<file path="config.mk">
export PLATFORM = sky130hd
export DESIGN_NAME = ps2_mouse_packet_decoder
export DESIGN_NICKNAME = d
export VERILOG_FILES = /design/src/ps2md_pkg.sv /design/src/ps2_mouse_packet_decoder.sv
export SDC_FILE = /design/constraint.sdc
export NUM_CORES = 1
export LEC_CHECK = 0
export BUFFER_PORTS_ARGS = -buffer_cell sky130_fd_sc_hd__buf_2
export CORE_AREA = 2 2 142 144
export CTS_CLUSTER_SIZE = 10
export DETAILED_ROUTE_END_ITERATION = 16
export DIE_AREA = 0 0 144 146
export HOLD_SLACK_MARGIN = 0.03
export PLACE_DENSITY_LB_ADDON = 0.12
export REMOVE_ABC_BUFFERS = 1
export SLEW_MARGIN = 30
export SYNTH_ARGS = -nofsm -noshare
export SYNTH_HDL_FRONTEND = slang
export SYNTH_SLANG_ARGS = --single-unit
</file>
<file path="constraint.sdc">
create_clock -name clock -period 10.35 [get_ports clock]
set_clock_uncertainty 0.15 [all_clocks]
set_input_delay 0 -clock clock [delete_from_list [all_inputs] [get_ports clock]]
set_output_delay 0 -clock clock [all_outputs]
set_load 0.005 [all_outputs]
</file>
<file path="src/ps2md_pkg.sv">
// ps2md_pkg: shared types and constants for the PS/2 mouse packet decoder.
// No dependencies.
package ps2md_pkg;

   typedef enum logic [1:0] {
      REG_ENABLE      = 2'd0,
      REG_WHEEL_MODE  = 2'd1,
      REG_CLAMP_LIMIT = 2'd2
   } reg_index_type;

   localparam logic [7:0] HDR_ALWAYS_ONE = 8'h08;
   localparam logic [7:0] HDR_OVERFLOW   = 8'hC0;
   localparam logic [7:0] HDR_X_SIGN     = 8'h10;
   localparam logic [7:0] HDR_Y_SIGN     = 8'h20;
   localparam logic [7:0] HDR_BUTTONS    = 8'h07;
   localparam logic [7:0] CLAMP_RESET    = 8'd50;

   localparam logic EVT_MOVE   = 1'b0;
   localparam logic EVT_BUTTON = 1'b1;

   typedef struct packed {
      logic              event_kind;
      logic signed [8:0] move_x;
      logic signed [8:0] move_y;
      logic [2:0]        buttons;
      logic              last_of_run;
   } result_type;

endpackage

</file>
<file path="src/ps2_mouse_packet_decoder.sv">
// ps2_mouse_packet_decoder: assembles 3- or 4-byte PS/2 mouse packets into
// move and button items. Depends on ps2md_pkg.
// A completing byte writes its results into the result queue as it is accepted.
// Throughput: one byte per cycle while the 4-entry result queue holds two or
// fewer items; a byte yields up to two results, and the queue drains one
// result per cycle while rsp_stall is low.
// Reset (synchronous): config to defaults, packet position and reported
// buttons to zero, result queue empty.
module ps2_mouse_packet_decoder (
   input  logic              clock,
   input  logic              reset,
   input  logic              req_valid,
   output logic              req_stall,
   input  logic [7:0]        req_aux_byte,
   output logic              rsp_valid,
   input  logic              rsp_stall,
   output logic              rsp_event_kind,
   output logic signed [8:0] rsp_move_x,
   output logic signed [8:0] rsp_move_y,
   output logic              rsp_left_button,
   output logic              rsp_right_button,
   output logic              rsp_middle_button,
   output logic              rsp_last_of_run,
   input  logic              csr_valid,
   output logic              csr_ready,
   input  logic [1:0]        csr_index,
   input  logic [7:0]        csr_wdata
);

   localparam int FifoDepth = 4;
   localparam int PtrW      = $clog2(FifoDepth);
   localparam int CntW      = $clog2(FifoDepth + 1);

   logic       enable_ff, enable_in;
   logic       wheel_ff, wheel_in;
   logic [7:0] limit_ff, limit_in;
   logic [1:0] pos_ff, pos_in;
   logic [2:0] btn_ff, btn_in;
   logic [7:0] hdr_ff, hdr_in;
   logic [7:0] x_ff, x_in;
   logic [7:0] y_ff, y_in;

   ps2md_pkg::result_type fifo_ff [FifoDepth];
   logic [PtrW-1:0] head_ff, head_in;
   logic [PtrW-1:0] tail_ff, tail_in;
   logic [CntW-1:0] count_ff, count_in;

   logic                  accept, pop, complete, mv_hit, btn_evt;
   logic [1:0]            push_n;
   logic [2:0]            pos_next;
   logic [7:0]            y_byte;
   logic signed [9:0]     dx, dy, lim, nlim;
   logic signed [8:0]     cx, cy;
   ps2md_pkg::result_type r_move, r_btn, r0, r1;

   assign csr_ready = 1'b1;
   assign req_stall = (count_ff > CntW'(FifoDepth - 2));
   assign accept    = req_valid && !req_stall;
   assign rsp_valid = (count_ff != '0);
   assign pop       = rsp_valid && !rsp_stall;

   always_comb begin
      enable_in = enable_ff;
      wheel_in  = wheel_ff;
      limit_in  = limit_ff;
      if (csr_valid && csr_ready) begin
         case (csr_index)
            ps2md_pkg::REG_ENABLE:      enable_in = csr_wdata[0];
            ps2md_pkg::REG_WHEEL_MODE:  wheel_in  = csr_wdata[0];
            ps2md_pkg::REG_CLAMP_LIMIT: limit_in  = csr_wdata;
            default: ;
         endcase
      end
   end

   // packet assembly
   always_comb begin
      pos_in   = pos_ff;
      hdr_in   = hdr_ff;
      x_in     = x_ff;
      y_in     = y_ff;
      complete = 1'b0;
      pos_next = {1'b0, pos_ff} + 3'd1;
      if (accept && enable_ff) begin
         if (pos_ff == 2'd0) begin
            if ((req_aux_byte & ps2md_pkg::HDR_ALWAYS_ONE) != 8'h00 &&
                (req_aux_byte & ps2md_pkg::HDR_OVERFLOW) == 8'h00) begin
               hdr_in = req_aux_byte;
               pos_in = 2'd1;
            end
         end else begin
            if (pos_ff == 2'd1) x_in = req_aux_byte;
            if (pos_ff == 2'd2) y_in = req_aux_byte;
            if (pos_next < (wheel_ff ? 3'd4 : 3'd3)) begin
               pos_in = pos_next[1:0];
            end else begin
               pos_in   = 2'd0;
               complete = 1'b1;
            end
         end
      end
   end

   // delta decode and clamp
   always_comb begin
      y_byte = (pos_ff == 2'd2) ? req_aux_byte : y_ff;
      dx   = 10'(signed'({((hdr_ff & ps2md_pkg::HDR_X_SIGN) != 8'h00), x_ff}));
      dy   = 10'(signed'({((hdr_ff & ps2md_pkg::HDR_Y_SIGN) != 8'h00), y_byte}));
      lim  = signed'({2'b00, limit_ff});
      nlim = -lim;
      if (dx > lim)       cx = lim[8:0];
      else if (dx < nlim) cx = nlim[8:0];
      else                cx = dx[8:0];
      if (dy > lim)       cy = lim[8:0];
      else if (dy < nlim) cy = nlim[8:0];
      else                cy = dy[8:0];
   end

   always_comb begin
      mv_hit   = complete && (cx != 9'sd0 || cy != 9'sd0);
      btn_evt  = complete && ((hdr_ff & ps2md_pkg::HDR_BUTTONS) != {5'd0, btn_ff});
      btn_in   = btn_evt ? hdr_ff[2:0] : btn_ff;

      r_move.event_kind  = ps2md_pkg::EVT_MOVE;
      r_move.move_x      = cx;
      r_move.move_y      = -cy;
      r_move.buttons     = 3'd0;
      r_move.last_of_run = !btn_evt;

      r_btn.event_kind  = ps2md_pkg::EVT_BUTTON;
      r_btn.move_x      = 9'sd0;
      r_btn.move_y      = 9'sd0;
      r_btn.buttons     = hdr_ff[2:0];
      r_btn.last_of_run = 1'b1;

      r0     = mv_hit ? r_move : r_btn;
      r1     = r_btn;
      push_n = {1'b0, mv_hit} + {1'b0, btn_evt};
   end

   always_comb begin
      head_in  = pop ? head_ff + PtrW'(1) : head_ff;
      tail_in  = tail_ff + PtrW'(push_n);
      count_in = count_ff + CntW'(push_n) - CntW'(pop);
   end

   always_ff @(posedge clock) begin
      if (reset) begin
         enable_ff <= 1'b0;
         wheel_ff  <= 1'b0;
         limit_ff  <= ps2md_pkg::CLAMP_RESET;
         pos_ff    <= 2'd0;
         btn_ff    <= 3'd0;
         head_ff   <= '0;
         tail_ff   <= '0;
         count_ff  <= '0;
      end else begin
         enable_ff <= enable_in;
         wheel_ff  <= wheel_in;
         limit_ff  <= limit_in;
         pos_ff    <= pos_in;
         btn_ff    <= btn_in;
         head_ff   <= head_in;
         tail_ff   <= tail_in;
         count_ff  <= count_in;
      end
   end

   always_ff @(posedge clock) begin
      hdr_ff <= hdr_in;
      x_ff   <= x_in;
      y_ff   <= y_in;
      if (push_n != 2'd0) fifo_ff[tail_ff] <= r0;
      if (push_n == 2'd2) fifo_ff[tail_ff + PtrW'(1)] <= r1;
   end

   assign rsp_event_kind    = fifo_ff[head_ff].event_kind;
   assign rsp_move_x        = fifo_ff[head_ff].move_x;
   assign rsp_move_y        = fifo_ff[head_ff].move_y;
   assign rsp_left_button   = fifo_ff[head_ff].buttons[0];
   assign rsp_right_button  = fifo_ff[head_ff].buttons[1];
   assign rsp_middle_button = fifo_ff[head_ff].buttons[2];
   assign rsp_last_of_run   = fifo_ff[head_ff].last_of_run;

   a_queue_bound: assert property (@(posedge clock) disable iff (reset)
      count_ff <= CntW'(FifoDepth))
      else $error("result queue overflow");

   a_move_no_buttons: assert property (@(posedge clock) disable iff (reset)
      rsp_valid && rsp_event_kind == ps2md_pkg::EVT_MOVE |->
      !rsp_left_button && !rsp_right_button && !rsp_middle_button)
      else $error("move item carries button bits");

   a_disabled_holds: assert property (@(posedge clock) disable iff (reset)
      accept && !enable_ff && !(csr_valid && csr_index == ps2md_pkg::REG_ENABLE)
      |=> $stable(pos_ff) && $stable(btn_ff))
      else $error("state changed while disabled");

   a_move_then_button: assert property (@(posedge clock) disable iff (reset)
      mv_hit && btn_evt |-> push_n == 2'd2 && !r0.last_of_run)
      else $error("two results not queued in order");

endmodule
</file>
==> results.md, run 1 <==
- Worst path required time: 10.39 ns
- Dpl hpwl: 15.3 mm
- Global Route Usage Sum: 20.5%
- Via density: 5.66
- # IOs: 49
- Asr flop ratio synth: 0%
- Worst hold start: req_aux_byte[2]
- # port buffers: 47
- Initial Util: 37.9%
- Maximum number of pins on one net before global-route repair: 24
- R2r setup slk: 2.04 ns
- N_diodes: 0
- CTS Sinks: 137
- CTS Buf Count: 17
- Final setup violation count: 0
- Internal power: 1.00 mW
- Gate power share: 12.2%
- Primary FF master, synth: dfxtp_1
- RR Startpoint: limit_ff[1]
- P_leak: 3.38 nW
- Fin Setup TNS: 0 ns
- Worst Hold Depth: 2
- Die Y: 146 um
- Vias: 6034
- GPL Wtd Cong: 0.930
- Avg Cell Area, Syn: 10.2 sq um
- Residual DRC: 0
- Core ar.: 19300 sq um
- Ratio of final minimum period to clock period: 80.3%
- Worst r2r dst: fifo_ff[1][2]
- Row cnt: 51
- Switching power: 0.358 mW
- 1st-iter DRT viols: 474
- CTS tree: done
- Unique cell type count in the Yosys netlist: 74
- Final nets: 853
- Worst-Skew Late Latency: 0.43 ns
- Status: finished, final reports clean
- Crit end category: flip-flop
- Sequential share of power: 41.6%
- Final ANT Viol Nets: 0
- Routed Wire Length: 21.2 mm
- First-pass GRT wire length: 32.9 mm
- Top post-synthesis cells by area: dfxtp_1 28%, edfxtp_1 14%, a22o_1 7.7%, mux4_2 7.1%, ha_1 6.8%
- Initial antenna violation count: 0
- Fin area: 8730 sq um
- Count leader, synth: dfxtp_1
- Actual slew at the worst max-slew pin: 1.00 ns
- DR WL/cell: 19.8 um
- Synth warn: 0
- Max Fclk: 120 MHz
- Gr ovfl total: 0
- Worst min path class: input port to flip-flop
- Share of layout cells above drive strength 1: 16.1%
- Critical path class: flip-flop to flip-flop
- Placed Area: 7810 sq um
- # H-tree levels: 4
- Filler Cell Count: 1871
- Max-cap check violation count: 0
- Pwr dens: 156 nW/um^2
- Post-synthesis sequential element count: 137
- Sequential-to-total area share from yosys stat: 42.0%
- Clock group share of total power: 46.2%
- Synth top cells by count: 104 x dfxtp_1, 64 x a22o_1, 58 x nor2_1
- Max VDD drop: 0.0000978 V
- Chip Width: 144 um
- Cell count after synthesis: 718
- Synth area leader: dfxtp_1
- Area share of the largest cell type after synthesis: 28.4%
- Root buf cell: clkbuf_16
- R2r worst-path depth: 26
- Endpoints failing hold: 0
- RSZ-0062 raised after global routing: false
- Max_slew headroom: 32.4%
- Die area: 21000 sq um
- Sw Share: 26.3%
- Max clock buf depth: 2
- Post-CTS Resized: 0
- Vias in the first global route: 5863
- Fin crit period: 8.31 ns
- Arrival time worst endpoint: 8.35 ns
- Area grow syn2layout: 19.3%
- Clk slew on worst S/H paths: 0.06 ns
- Worst Path Max Fanout: 19
- Startpoint Class: flip-flop
- Post-synth EDFFs: 33
- Final Slew Violations: 0
- Worst Hold End: x_ff[2]
- Core Util, Final: 45.2%
- Post-Syn Area: 7320 sq um
- Pre-Repair DR Iteration Count: 5
==> area by class of cell <==
cell class,count,area (sq um),share of cell area [%]
multi-input combinational,507,3970,45.4
sequential,137,3070,35.2
timing repair buffer,84,588,6.74
clock buffer,22,528,6.05
tap,265,332,3.80
inverter,42,158,1.81
clock inverter,10,87.6,1.00
==> registers in the layout, summed over array words and instances, names as in the netlist, 2 cells and up, named ones only <==
signal and count:
y_ff 8, tail_ff 2, count_ff 3, fifo_ff 92, limit_ff 8, hdr_ff 5, head_ff 2, pos_ff 2
btn_ff 3, x_ff 8
==> how the worst max path moves through the flow <==
| stage | startpoint | end | slack, ns | cells after the start |
|---|---|---|---|---|
| global placement | limit_ff[1] | fifo_ff[1][1] | 2.33 | 26 |
| detailed placement | limit_ff[1] | fifo_ff[1][2] | 2.20 | 26 |
| finish | limit_ff[1] | fifo_ff[1][2] | 2.04 | 26 |
| CTS | limit_ff[1] | fifo_ff[1][2] | 2.16 | 26 |
| global route | limit_ff[1] | fifo_ff[1][3] | 1.43 | 26 |
| floorplan | limit_ff[1] | fifo_ff[0][0] | 3.94 | 25 |
==> critical path, cell delays in order (launching register included) <==
cell and delay, ns:
dfxtp_1 0.38, inv_1 0.22, ha_1 0.49, nor2b_1 0.34
nand2_1 0.11, nor3_1 0.59, ha_1 0.40, and3_1 0.18
a221oi_1 0.24, o21ai_0 0.17, a211oi_1 0.54, o21ai_0 0.18
a32o_1 0.32, a211oi_1 0.44, nand2_1 0.17, nor3_1 0.18
ha_1 0.21, o2111ai_1 0.16, nor4_4 0.59, nor2_1 0.15
inv_1 0.09, ha_1 0.25, nor2_1 0.11, a21o_1 0.18
nand2b_1 0.62, inv_1 0.32, and3_1 0.28
==> placed cells by master, fill, tap and decap left out, types with 5 or more instances in the layout <==
master | Yosys | layout
nor3_1 | 13 | 13
nor2b_1 | 12 | 12
mux2i_1 | 14 | 14
o21ai_0 | 30 | 29
a22o_1 | 64 | 64
nand4_1 | 5 | 5
buf_4 | 1 | 7
nand2b_1 | 12 | 12
nand2_1 | 49 | 49
a31oi_1 | 7 | 7
xor2_1 | 8 | 8
a21boi_0 | 7 | 7
dfxtp_1 | 104 | 104
or3_1 | 7 | 7
a21oi_1 | 27 | 27
and2_1 | 5 | 5
buf_2 | 7 | 47
o31ai_1 | 5 | 5
xnor2_1 | 10 | 10
clkbuf_16 | 0 | 20
o211ai_1 | 5 | 5
edfxtp_1 | 33 | 33
mux4_2 | 23 | 23
and3_1 | 8 | 8
nor2_1 | 58 | 57
ha_1 | 40 | 40
nand3_1 | 5 | 5
o21a_1 | 6 | 6
inv_1 | 40 | 40
or2_2 | 5 | 5
o22ai_1 | 8 | 8
dlygate4sd3_1 | 0 | 30
==> timing repair <==
item                      CTS  global route
hold endpoints to repair   47             0
setup buffers               0             0
hold buffers               30             0
==> power by group through the flow <==
stage                     clock [mW]  sequential, mW  combinational (mW)
after global placement             0           0.578               0.157
final                          0.629           0.567               0.165
after floorplan                    0           0.597              0.0912
after CTS                      0.645           0.567               0.169
after detailed placement           0           0.578               0.160
after global routing           0.669           0.568               0.186
==> cell families after synthesis <==
group | after synthesis | share of synthesized area [%]
other cells | 1 | 0.0512
simple gates | 199 | 13.9
flops | 137 | 42.0
buf+inv | 74 | 3.97
xor+xnor | 20 | 2.77
fa+ha+maj | 42 | 7.25
compound gates | 203 | 20.3
mux | 42 | 9.76
==> metal layers <==
| metal | vias up | global-route usage [%] | routed length [um] |
|---|---|---|---|
| met3 | 25 | 4.11 | 1020 |
| met4 | 0 | 5.74 | 348 |
| met1 | 2973 | 27.7 | 9840 |
| li1 | 2845 | - | - |
| met5 | - | 0 | 0 |
| met2 | 191 | 33.4 | 9970 |
==> per-stage QoR <==
stage                     std cells  power [mW]  hold WS (ns)  setup slack (ns)
after floorplan                 686       0.688       -0.0809              3.94
after global placement         1005       0.735        0.0697              2.33
after detailed placement       1005       0.739        0.0759              2.20
after CTS                      1067        1.38         0.161              2.16
after global routing           1067        1.42         0.178              1.43
final                          1067        1.36         0.169              2.04
No activity file was read; power rests on OpenSTA's default activity.
==> inputs of run 2 (changes only) <==
clock period = 6.79 ns   (was 10.35 ns; I/O delays follow)
==> run 2 against run 1 <==
Global-route usage grew 0.87 points. Cell area is 1.7% higher. Core utilization up 0.76 points. Sequential power is 52% higher. Critical path depth rose by 2. Hold slack gained 0.0029 ns. Flip-flop and latch count stayed put. First-iteration DRC count decreased by 9.5%. Register-to-register slack worse by 1.5 ns. Worst setup slack lost 1.5 ns. Highest routed layer unchanged.
==> results.md, run 2 (synthesized netlist as in run 1, its figures left out) <==
- Vias in the first global route: 6004 (was 5863)
- N_diodes: 0 (unchanged)
- Dpl hpwl: 15.7 mm (was 15.3 mm)
- Via density: 5.58 (was 5.66)
- Area grow syn2layout: 21.3% (was 19.3%)
- Share of layout cells above drive strength 1: 18.5% (was 16.1%)
- Maximum number of pins on one net before global-route repair: 24 (unchanged)
- Vias: 6076 (was 6034)
- Crit end category: flip-flop (unchanged)
- Filler Cell Count: 1825 (was 1871)
- Arrival time worst endpoint: 6.40 ns (was 8.35 ns)
- Crit path max-delay family: adder cells (was simple AND/OR/NAND/NOR gates)
- Endpoints failing hold: 0 (unchanged)
- Fin crit period: 6.25 ns (was 8.31 ns)
- Worst-Skew Late Latency: 0.42 ns (was 0.43 ns)
- Max-cap check violation count: 0 (unchanged)
- Routed Wire Length: 22.0 mm (was 21.2 mm)
- Max Fclk: 160 MHz (was 120 MHz)
- Register Area: 3070 sq um (unchanged)
- Slowest-stage cell, CP: o21a_1 (was nand2b_1)
- Number of flip-flops in the largest register: 92 (unchanged)
- Power Total: 2.05 mW (was 1.36 mW)
- Initial antenna violation count: 0 (unchanged)
- # H-tree levels: 4 (unchanged)
- Final nets: 874 (was 853)
- CTS tree: done (unchanged)
- P_leak: 3.48 nW (was 3.38 nW)
- Initial Util: 37.9% (unchanged)
- Final setup violation count: 0 (unchanged)
- CP most frequent cell: ha_1 (unchanged)
- Worst path required time: 6.93 ns (was 10.39 ns)
- Multi-input gate area: 3980 sq um (was 3970 sq um)
- Startpoint Class: flip-flop (unchanged)
- Most common cell after layout, fill and taps aside: dfxtp_1 (unchanged)
- Pre-Repair DR Iteration Count: 5 (unchanged)
- Setup Fix Bufs, Post-CTS: 0 (unchanged)
- Buf+Inv Stages, Crit Path: 6 (was 3)
- DR WL/cell: 20.2 um (was 19.8 um)
- Final Slew Violations: 0 (unchanged)
- Biggest register: fifo_ff (unchanged)
- Crit path largest cell delay: 0.43 ns (was 0.62 ns)
- Actual slew at the worst max-slew pin: 0.902 ns (was 1.00 ns)
- Row cnt: 51 (unchanged)
- Final ANT Viol Nets: 0 (unchanged)
- GPL Wtd Cong: 0.927 (was 0.930)
- 1st-iter DRT viols: 429 (was 474)
- Fin Setup TNS: 0 ns (unchanged)
- Worst min path class: input port to flip-flop (unchanged)
- Chip Width: 144 um (unchanged)
- RSZ-0062 raised after global routing: false (unchanged)
- Gr ovfl total: 0 (unchanged)
- Core ar.: 19300 sq um (unchanged)
- Die area: 21000 sq um (unchanged)
- Root buf cell: clkbuf_16 (unchanged)
- Global Route Usage Sum: 21.4% (was 20.5%)
- CTS Sinks: 137 (unchanged)
- Residual DRC: 0 (unchanged)
- Commonest non-fill, non-tap cells in the layout: 104 x dfxtp_1, 64 x a22o_1, 58 x nor2_1, 49 x nand2_1, 47 x buf_2 (was 104 x dfxtp_1, 64 x a22o_1, 57 x nor2_1, 49 x nand2_1, 47 x buf_2)
- Pwr dens: 231 nW/um^2 (was 156 nW/um^2)
- # port buffers: 47 (unchanged)
- Status: finished, final reports clean (unchanged)
- # IOs: 49 (unchanged)
- Critical path class: flip-flop to flip-flop (unchanged)
- Max_slew headroom: 39.5% (was 32.4%)
- Max clock buf depth: 2 (unchanged)
- Worst Path Max Fanout: 8 (was 19)
- First-pass GRT wire length: 34.1 mm (was 32.9 mm)
- Clk slew on worst S/H paths: 0.06 ns (about the same)
- CTS Buf Count: 17 (unchanged)
- Die Y: 146 um (unchanged)
- Ratio of final minimum period to clock period: 92.1% (was 80.3%)
- Max VDD drop: 0.000150 V (was 0.0000978 V)
-- run 2: cell count changes in the layout (fill, tap and decap cells not counted), moves of 2 or more --
cell / previous run / this run
buf_4: 7 / 27
clkbuf_16: 20 / 17
clkbuf_8: 2 / 0
clkinv_4: 2 / 4
-- run 2: where the power goes --
group          switching, mW  internal (mW)  total [mW]
Sequential            0.0130          0.850       0.863
Clock                  0.407          0.518       0.925
Combinational          0.149          0.118       0.267
Total                  0.569           1.49        2.05
-- run 2: layer usage --
layer / track usage (%) / up-vias / wire length [um] / part of all wire [%]
li1: - / 2894 / - / -
met1: 28.7 / 2959 / 10100 / 46
met2: 33.6 / 179 / 10200 / 46
met3: 4.48 / 44 / 972 / 4.4
met4: 8.63 / 0 / 659 / 3.0
met5: 0 / - / 0 / 0
-- run 2: repair_timing --
item | in CTS | in global routing
hold buffers | 31 | 0
endpoints found under the hold margin | 46 | 0
endpoints found under the setup margin | 0 | 99
gates resized for setup | 0 | 7
-- run 2: worst paths after layout --
check	start	end	slack (ns)	depth (start not counted)
worst max register to register	pos_ff[0]	count_ff[2]	0.54	28
worst min-delay path	req_aux_byte[7]	x_ff[7]	0.17	2
worst min register to register	fifo_ff[2][15]	fifo_ff[2][15]	0.31	2
worst max-delay path	pos_ff[0]	count_ff[2]	0.54	28
-- run 2: through the flow --
step,instances,utilization [%],hold WS (ns),instance area [sq um],setup slack (ns)
global route,1088,45.9,0.173,8880,0.0393
global placement,1025,41.2,0.0618,7960,0.372
finish,1088,45.9,0.172,8880,0.539
CTS,1088,45.8,0.159,8850,0.298
floorplan,686,-,-0.0809,7190,0.385
detailed placement,1025,41.2,0.0694,7960,0.332
-- run 2: area by class of cell --
type	instances	area share, %
tap	265	3.74
clock inverter	15	1.79
clock buffer	17	4.79
sequential	137	34.6
timing repair buffer	105	8.43
inverter	42	1.78
multi-input combinational	507	44.9
==> inputs of run 3 (changes only) <==
CORE_AREA = 2 2 175 177   (was 2 2 142 144)
DIE_AREA = 0 0 177 179   (was 0 0 144 146)
==> run 3 against run 2 <==
Sequential power grew 4.5%. Largest power group unchanged. Hold slack lost 0.013 ns. Via count shrank 3.2%. Largest cell class unchanged. Global-route usage shrank 6.3 points. Routed wire length grew 4.0%. Worst setup slack gained 0.020 ns. Total power grew 0.70%.
==> results.md, run 3 (synthesized netlist as in run 1, its figures left out) <==
- Status: finished, final reports clean (unchanged)
- Non-Filler Instances: 1222 (was 1088)
- N_diodes: 0 (unchanged)
- CTS Sinks: 137 (unchanged)
- Internal power: 1.46 mW (was 1.49 mW)
- Pwr dens: 228 nW/um^2 (was 231 nW/um^2)
- Biggest register: fifo_ff (unchanged)
- Dpl hpwl: 16.5 mm (was 15.7 mm)
- Vias: 5879 (was 6076)
- Residual DRC: 0 (unchanged)
- Worst-Skew Late Latency: 0.43 ns (was 0.42 ns)
- Fin area: 9080 sq um (was 8880 sq um)
- Ratio of final minimum period to clock period: 91.8% (was 92.1%)
- Row cnt: 64 (was 51)
- # H-tree levels: 4 (unchanged)
- Endpoints failing hold: 0 (unchanged)
- CTS tree: done (unchanged)
- Final setup violation count: 0 (unchanged)
- Placed cells: 1159 (was 1025)
- Die Y: 179 um (was 146 um)
- Worst Hold Depth: 2 (unchanged)
- Via density: 4.81 (was 5.58)
- Clock group share of total power: 46.0% (was 45.0%)
- CTS Buf Count: 17 (unchanged)
- Arrival time worst endpoint: 6.38 ns (was 6.40 ns)
- Gate power share: 10.4% (was 13.0%)
- Sequential share of power: 43.6% (was 42.0%)
- Core ar.: 30000 sq um (was 19300 sq um)
- Pre-Repair DR Iteration Count: 6 (was 5)
- P_leak: 3.49 nW (was 3.48 nW)
- Gr ovfl total: 0 (unchanged)
- Initial antenna violation count: 0 (unchanged)
- 1st-iter DRT viols: 430 (was 429)
- Critical path class: flip-flop to flip-flop (unchanged)
- # port buffers: 47 (unchanged)
- Worst min path class: input port to flip-flop (unchanged)
- R2r worst-path depth: 23 (was 28)
- Routed Wire Length: 22.9 mm (was 22.0 mm)
- Max Fclk: 160 MHz (about the same)
- Max_slew headroom: 46.7% (was 39.5%)
- Vias in the first global route: 5983 (was 6004)
- Final nets: 877 (was 874)
- Worst Path Max Fanout: 13 (was 8)
- Fin Setup TNS: 0 ns (unchanged)
- Placed Area: 8150 sq um (was 7960 sq um)
- RSZ-0062 raised after global routing: false (unchanged)
- Max VDD drop: 0.000149 V (was 0.000150 V)
- Die area: 31700 sq um (was 21000 sq um)
- Final Slew Violations: 0 (unchanged)
- Share of layout cells above drive strength 1: 19.2% (was 18.5%)
- Crit end category: flip-flop (unchanged)
- Global Route Usage Sum: 15.1% (was 21.4%)
- First-pass GRT wire length: 36.2 mm (was 34.1 mm)
- Worst path required time: 6.94 ns (was 6.93 ns)
- Final ANT Viol Nets: 0 (unchanged)
- Fin crit period: 6.23 ns (was 6.25 ns)
- Maximum number of pins on one net before global-route repair: 24 (unchanged)
- Switching power: 0.604 mW (was 0.569 mW)
- Actual slew at the worst max-slew pin: 0.794 ns (was 0.902 ns)
- Area grow syn2layout: 24.1% (was 21.3%)
- Initial Util: 24.4% (was 37.9%)
- Clk slew on worst S/H paths: 0.07 ns (was 0.06 ns)
- Root buf cell: clkbuf_16 (unchanged)
- GPL Wtd Cong: 0.867 (was 0.927)
- Max-cap check violation count: 0 (unchanged)
- Max clock buf depth: 2 (unchanged)
- Most common cell after layout, fill and taps aside: dfxtp_1 (unchanged)
- Power Total: 2.07 mW (was 2.05 mW)
- Chip Width: 177 um (was 144 um)
- DR WL/cell: 18.7 um (was 20.2 um)
- Sw Share: 29.2% (was 27.7%)
- Commonest non-fill, non-tap cells in the layout: 103 x dfxtp_1, 64 x a22o_1, 57 x nor2_1, 48 x nand2_1, 47 x buf_2 (was 104 x dfxtp_1, 64 x a22o_1, 58 x nor2_1, 49 x nand2_1, 47 x buf_2)
- # IOs: 49 (unchanged)
- Number of flip-flops in the largest register: 92 (unchanged)
- Startpoint Class: flip-flop (unchanged)
-- run 3: cell count changes in the layout (fill, tap and decap cells not counted), sizes merged --
cell	before	now
buf	74	77
bufinv	1	0
inv	47	51
clkinv	7	4
-- run 3: worst paths after layout --
path,startpoint,end,slack (ns)
worst max-delay path,limit_ff[2],count_ff[2],0.56
worst min-delay path,req_aux_byte[5],x_ff[5],0.16
worst max register to register,limit_ff[2],count_ff[2],0.56
worst min register to register,fifo_ff[3][15],fifo_ff[3][15],0.30
-- run 3: repair_timing --
action,4_1_cts,5_1_grt
endpoints found under the setup margin,0,64
buffers inserted,0,0
hold buffers,31,0
gates resized for setup,0,6
endpoints found under the hold margin,50,0
-- run 3: critical path, cell delays in order (launching register included) --
cell and delay [ns]:
dfxtp_1 0.48, or3_1 0.60, or3_1 0.51, a32o_1 0.26
o32ai_1 0.47, a211oi_2 0.23, o41ai_1 0.52, a211o_1 0.25
a21boi_2 0.23, nand2_1 0.07, nor3_1 0.19, ha_1 0.22
o2111ai_1 0.16, nor4_4 0.30, nor2_1 0.12, inv_1 0.09
ha_1 0.14, inv_1 0.04, ha_1 0.26, inv_1 0.04
ha_1 0.18, fa_1 0.37, xnor2_1 0.17, nor2_1 0.05
-- run 3: through the flow --
step           util [%]  worst slack (ns)  hold WS [ns]
3_5_place_dp       27.2             0.361        0.0685
2_1_floorplan         -             0.385       -0.0809
4_1_cts            30.2             0.312         0.147
3_3_place_gp       27.1             0.468        0.0692
5_1_grt            30.2           0.00166         0.160
6_report           30.2             0.559         0.159
-- run 3: layer usage --
layer  wire, um  track usage [%]  up-vias
li1           -                -     2899
met1      11200             21.0     2869
met2      10600             24.3      100
met3        796             2.80       11
met4        231             3.58        0
met5          0                0        -
-- run 3: power by group through the flow --
stage	sequential, mW	clock, mW	combinational (mW)
2_1_floorplan	0.909	0	0.139
3_3_place_gp	0.924	0	0.209
3_5_place_dp	0.925	0	0.206
4_1_cts	0.906	0.978	0.220
5_1_grt	0.910	1.01	0.244
6_report	0.902	0.951	0.216
-- run 3: area by class of cell --
type / count / area, sq um
Fill cell: 3150 / 20900
Multi-Input combinational cell: 507 / 3980
Sequential cell: 137 / 3080
Timing Repair Buffer: 108 / 771
Tap cell: 396 / 495
Clock buffer: 17 / 425
Clock inverter: 15 / 171
Inverter: 42 / 158
